### config.mk
export PLATFORM = sky130hd
export DESIGN_NAME = hse_ctrl
export DESIGN_NICKNAME = d
export VERILOG_FILES = /design/src/hw/rtl/hse_pkg.sv /design/src/hw/rtl/hse_ctrl.sv
export SDC_FILE = /design/constraint.sdc
export NUM_CORES = 1
export LEC_CHECK = 0
export BUFFER_PORTS_ARGS = -buffer_cell sky130_fd_sc_hd__buf_2
export CAP_MARGIN = 20
export CORE_AREA = 3 3 40 42
export DETAILED_ROUTE_END_ITERATION = 10
export DIE_AREA = 0 0 43 45
export GPL_TIMING_DRIVEN = 1
export PLACE_DENSITY = 0.46
export SLEW_MARGIN = 20
export SYNTH_ARGS = -nofsm -noshare
export SYNTH_HDL_FRONTEND = slang
export SYNTH_SLANG_ARGS = --single-unit
export TNS_END_PERCENT = 5
### constraint.sdc
create_clock -name clk -period 1.3 [get_ports clk]
set_clock_uncertainty 0.15 [all_clocks]
set_input_delay 0.195 -clock clk [delete_from_list [all_inputs] [get_ports clk]]
set_output_delay 0.195 -clock clk [all_outputs]
set_load 0.02 [all_outputs]
### src/hw/rtl/hse_pkg.sv
// Shared types, constants and control structs of the Huffman symbol encoder.
package hse_pkg;

    localparam int MAX_CODE_LEN  = 24;
    localparam int SYMBOL_COUNT  = 256;

    localparam int SYM_W         = 8;
    localparam int CODE_W        = 24;
    localparam int LEN_W         = 5;
    localparam int SYM_IDX_W     = (SYMBOL_COUNT > 1) ? $clog2(SYMBOL_COUNT) : 1;
    localparam int PEND_W        = 7;
    localparam int ACC_W         = MAX_CODE_LEN + PEND_W;
    localparam int TOT_W         = $clog2(ACC_W + 1);
    localparam int ENTRY_W       = CODE_W + LEN_W;

    localparam logic [1:0] KIND_LOAD   = 2'd0;
    localparam logic [1:0] KIND_ENCODE = 2'd1;
    localparam logic [1:0] KIND_FLUSH  = 2'd2;

    typedef struct packed {
        logic [1:0]        kind;
        logic [SYM_W-1:0]  symbol;
        logic [CODE_W-1:0] code_value;
        logic [LEN_W-1:0]  code_length;
    } hse_in_word_t;

    typedef struct packed {
        logic [7:0] out_byte;
        logic [3:0] valid_bits;
        logic       last;
    } hse_out_word_t;

    typedef enum logic [1:0] {
        ST_IDLE,
        ST_LOOKUP,
        ST_EMIT,
        ST_FLUSH
    } hse_state_t;

    typedef struct packed {
        logic wr_entry;
        logic rd_entry;
        logic build;
        logic emit_byte;
        logic emit_flush;
    } hse_cmd_t;

    typedef struct packed {
        logic sym_ok;
        logic sum_ge8;
        logic pend_nz;
        logic emit_last;
    } hse_stat_t;

endpackage

### src/hw/rtl/hse_ctrl.sv
// Controller: sequences load, lookup, byte emission and flush.
module hse_ctrl (
    input  logic               clk,
    input  logic               rst_n,
    input  logic               sym_valid,
    output logic               sym_stall,
    input  logic [1:0]         kind,
    output logic               byte_valid,
    input  logic               byte_stall,
    input  hse_pkg::hse_stat_t stat,
    output hse_pkg::hse_cmd_t  cmd
);
    import hse_pkg::*;

    hse_state_t state_reg, state_next;
    logic       out_valid_reg, out_valid_next;
    logic       slot_free;

    assign slot_free = !out_valid_reg || !byte_stall;

    always_ff @(posedge clk or negedge rst_n)
    begin
        if (!rst_n)
        begin
            state_reg     <= ST_IDLE;
            out_valid_reg <= 1'b0;
        end
        else
        begin
            state_reg     <= state_next;
            out_valid_reg <= out_valid_next;
        end
    end

    always_comb
    begin
        state_next = state_reg;
        cmd        = '0;
        sym_stall  = 1'b1;
        case (state_reg)
            ST_IDLE:
            begin
                sym_stall = 1'b0;
                if (sym_valid)
                begin
                    case (kind)
                        KIND_LOAD:
                        begin
                            cmd.wr_entry = stat.sym_ok;
                        end
                        KIND_ENCODE:
                        begin
                            if (stat.sym_ok)
                            begin
                                cmd.rd_entry = 1'b1;
                                state_next   = ST_LOOKUP;
                            end
                        end
                        KIND_FLUSH:
                        begin
                            if (stat.pend_nz)
                            begin
                                state_next = ST_FLUSH;
                            end
                        end
                        default:
                        begin
                            state_next = ST_IDLE;
                        end
                    endcase
                end
            end
            ST_LOOKUP:
            begin
                cmd.build  = 1'b1;
                state_next = stat.sum_ge8 ? ST_EMIT : ST_IDLE;
            end
            ST_EMIT:
            begin
                // Advance one byte per free output slot.
                if (slot_free)
                begin
                    cmd.emit_byte = 1'b1;
                    if (stat.emit_last)
                    begin
                        state_next = ST_IDLE;
                    end
                end
            end
            ST_FLUSH:
            begin
                if (slot_free)
                begin
                    cmd.emit_flush = 1'b1;
                    state_next     = ST_IDLE;
                end
            end
            default:
            begin
                state_next = ST_IDLE;
            end
        endcase
    end

    always_comb
    begin
        out_valid_next = out_valid_reg;
        if (cmd.emit_byte || cmd.emit_flush)
        begin
            out_valid_next = 1'b1;
        end
        else if (!byte_stall)
        begin
            out_valid_next = 1'b0;
        end
    end

    assign byte_valid = out_valid_reg;

endmodule

==> flow_summary.yaml <==
clock_network:
  cts_num_sinks: 3
  clock_tree.buffer_depth: 2
  post-cts-setup-buffer-count: 0
  clk_root_buffer_cell: "clkbuf_4"
  cts_tree: "built"
  cts-htree-levels: 1
  cts.clk_slew.worst_paths_ns: 0.04
  cts-buffers-inserted: 3
  insertion_delay_ns: 0.24
worst_hold_path:
  hold_class: "in2reg"
global_routing:
  initial_antenna_violation_count: 0
  grt_util_all_layers_pct: 9.02
  grt_pass1_wl_um: 1190
  first_global_vias: 281
  grt_start_max_net_pins: 8
  remaining_global_route_overflow: 0
layout:
  register_area_um2: 75.1
  largest_reg_flops: 2
  design.final.nets: 66
  multi_input_comb_area_um2: 166
  final_cells: 67
  area_delta_synth_final_pct: 73.4
  n_antenna_cell: 0
  fraction_of_final_layout_cells_sized_beyond_drive_strength_1_pct: 50.0
  layout.filler_cells: 141
worst_setup_path:
  crit_arrival_ns: 1.14
  critical-path-max-stage-delay_ns: 0.39
  critical-path-slowest-cell: "dfrtp_1"
  crit_path_end_kind: "output port"
  crit_fanout: 3
  worstPathRequired_ns: 0.95
  worst_setup_path_start_kind: "flop"
  ws_path_type: "reg2out"
  cp_cell_sequence: "nor2_2 -> and4_1 -> buf_6"
power:
  power_report.internal_total_uw: 404
  p_clk_share_pct: 24.6
  peakVddDrop_mv: 0.295
  power.share.combinational_pct: 52.8
  power-per-cell-area_nw_per_um2: 1590
  power_switching_share_pct: 41.3
  power_leakage_nw: 0.233
  power.net_switching_uw: 284
  share_of_power_burned_in_registers_pct: 22.6
die:
  placement_rows: 13
  die_h_um: 45
  initial_utilization_pct: 19.4
  core_area_um2: 1280
  floorplan.io_pins: 17
  die_area_um2: 1940
  die_w_um: 43
route:
  highest-signal-layer: "met4"
  wl_met1_um: 298
  firstDrtPassIters: 4
  wl_met2_um: 310
  detailed_route_wire_length_per_cell_um: 11.1
  ant_nets: 0
  num_vias: 311
  initialDrtViolationCount: 5
  routed_wire_length_um: 746
  met3RoutedLength_um: 113
  vias_per_cell: 4.64
  drc: 0
synthesis:
  syn_area_per_cell_um2: 8.59
  netlist-cell-type-count: 15
  mappedNetlistArea_um2: 249
  synth_xor_area_share_pct: 0
  synth_mux_area_share_pct: 0
  ys_seq_area_share_pct: 30.2
  synth_simple_gate_area_share_pct: 34.7
  synth_fp_nets: 42
  largest_family_of_logic_cells_by_synthesized_area: "simple AND/OR/NAND/NOR gates"
  synth_seq_cells: 3
  ys_warn_count: 0
  netlist_instances: 29
  compound_gate_fraction_of_synth_area_pct: 14.1
  yosys.area_share.adder_pct: 15.1
flow_run:
  drv_cap: 0
timing:
  totalNegativeSetupSlack_ns: -0.712
  layout_worst_path_cycle_share_pct: 114
  slew_at_the_pin_with_the_worst_max_slew_slack_ns: 0.227
  minimum_setup_slack_in_the_final_design_ns: -0.182
  period_needed_ns: 1.48
  timing.max_slew.rel_slack_pct: 84.8
  hold_vio_cnt_final: 0
  final-max-slew-violation-count: 0
  fmax_ghz: 0.675
  final-setup-viol-count: 6
  grt_setup_unrepaired: "true"
outcome:
  status: "complete, but fails checks"
  violations: "negative setup slack"
placed_design:
  place_ws_ns: 0.0581
  hpwl_um: 555
  gp_weighted_congestion: 0.714
  numPortBuffers: 16
  dp.cells: 62
-- cell families (layout without fill, tap and decap cells) --
kind of cell,Yosys count,after routing
AND/OR/NAND/NOR,15,15
adder cells (fa/ha/maj),3,3
flip-flops,3,3
AO/OA/AOI/OAI,4,4
buffers and inverters,4,27
-- power by group through the flow --
| stage | sequential, mW | clock [mW] | combinational, mW |
|---|---|---|---|
| floorplan | 0.181 | 0 | 0.159 |
| global placement | 0.146 | 0 | 0.321 |
| detailed placement | 0.147 | 0 | 0.318 |
| CTS | 0.155 | 0.176 | 0.356 |
| global route | 0.160 | 0.189 | 0.386 |
| finish | 0.156 | 0.169 | 0.363 |
-- routing by layer --
metal / global-route usage, % / vias up
met5: 0 / -
li1: - / 144
met4: 7.23 / 0
met1: 10.2 / 141
met3: 5.98 / 3
met2: 11.7 / 23
-- cells in the mapped netlist --
library cell  n  share of area [%]
a21oi_1       1                2.0
a2bb2oi_1     1                3.5
and3_1        1                2.5
and4_1        2                7.0
dfrtp_1       3                 30
ha_1          3                 15
inv_1         4                6.0
nand2_1       3                4.5
nand2b_1      2                5.0
nand4_1       1                2.5
nor2_1        3                4.5
nor2b_1       2                5.0
nor2b_2       1                3.5
o2111ai_1     1                3.5
o22ai_2       1                5.0
-- layout make-up --
class / count / area share [%]
multi-input cells: 22 / 38.6
clock buffers: 4 / 6.09
repair buffers: 19 / 30.1
well taps: 15 / 4.35
inverters: 4 / 3.48
flip-flops and latches: 3 / 17.4
-- per-stage QoR --
step | utilization, % | total power [mW] | area, um^2 | hold slack (ns)
6_report | 33.6 | 0.688 | 432 | 0.0789
5_1_grt | 33.6 | 0.735 | 432 | 0.0858
4_1_cts | 33.1 | 0.687 | 425 | 0.0770
3_5_place_dp | 28.2 | 0.466 | 363 | -0.152
3_3_place_gp | 28.2 | 0.467 | 363 | -0.152
2_1_floorplan | - | 0.340 | 249 | -0.251
-- worst max-delay path, delay by kind of cell, from the launching register on --
family	cells	cell delay (ns)
flops	1	0.39
simple gates	2	0.38
buf+inv	1	0.12
-- layout by cell type, fill, tap and decap left out --
cell	count
nand2_2	2
and3_1	1
dfrtp_1	3
nand4_1	1
dlygate4sd3_1	1
nor2b_1	2
buf_4	2
a21oi_1	1
and4_1	2
o22ai_2	1
nand2b_1	2
clkbuf_1	1
ha_1	3
nor2_2	1
clkbuf_4	3
inv_1	4
nor2b_2	1
nor2_1	2
o2111ai_1	1
buf_6	4
a2bb2oi_1	1
nand2_1	1
buf_2	12
-- timing repair --
action	4_1_cts	5_1_grt
gates resized for setup	9	2
setup endpoints to repair	6	6
pin swaps	3	1
hold buffers	1	0
cloned	0	0
endpoints found under the hold margin	3	0
-- path summary, 6_finish.rpt --
check                        startpoint           end  slack, ns  cells after the start
hold / removal                  stat[0]  state_reg[1]       0.08                      3
min in group asynchronous         rst_n  state_reg[1]       0.13                      2
setup reg to reg           state_reg[0]  state_reg[1]       0.14                      4
hold reg to reg              byte_valid    byte_valid       0.40                      2
setup / recovery           state_reg[1]        cmd[4]      -0.18                      3
max in group asynchronous         rst_n    byte_valid       0.75                      2
No activity file was read; power rests on OpenSTA's default activity.
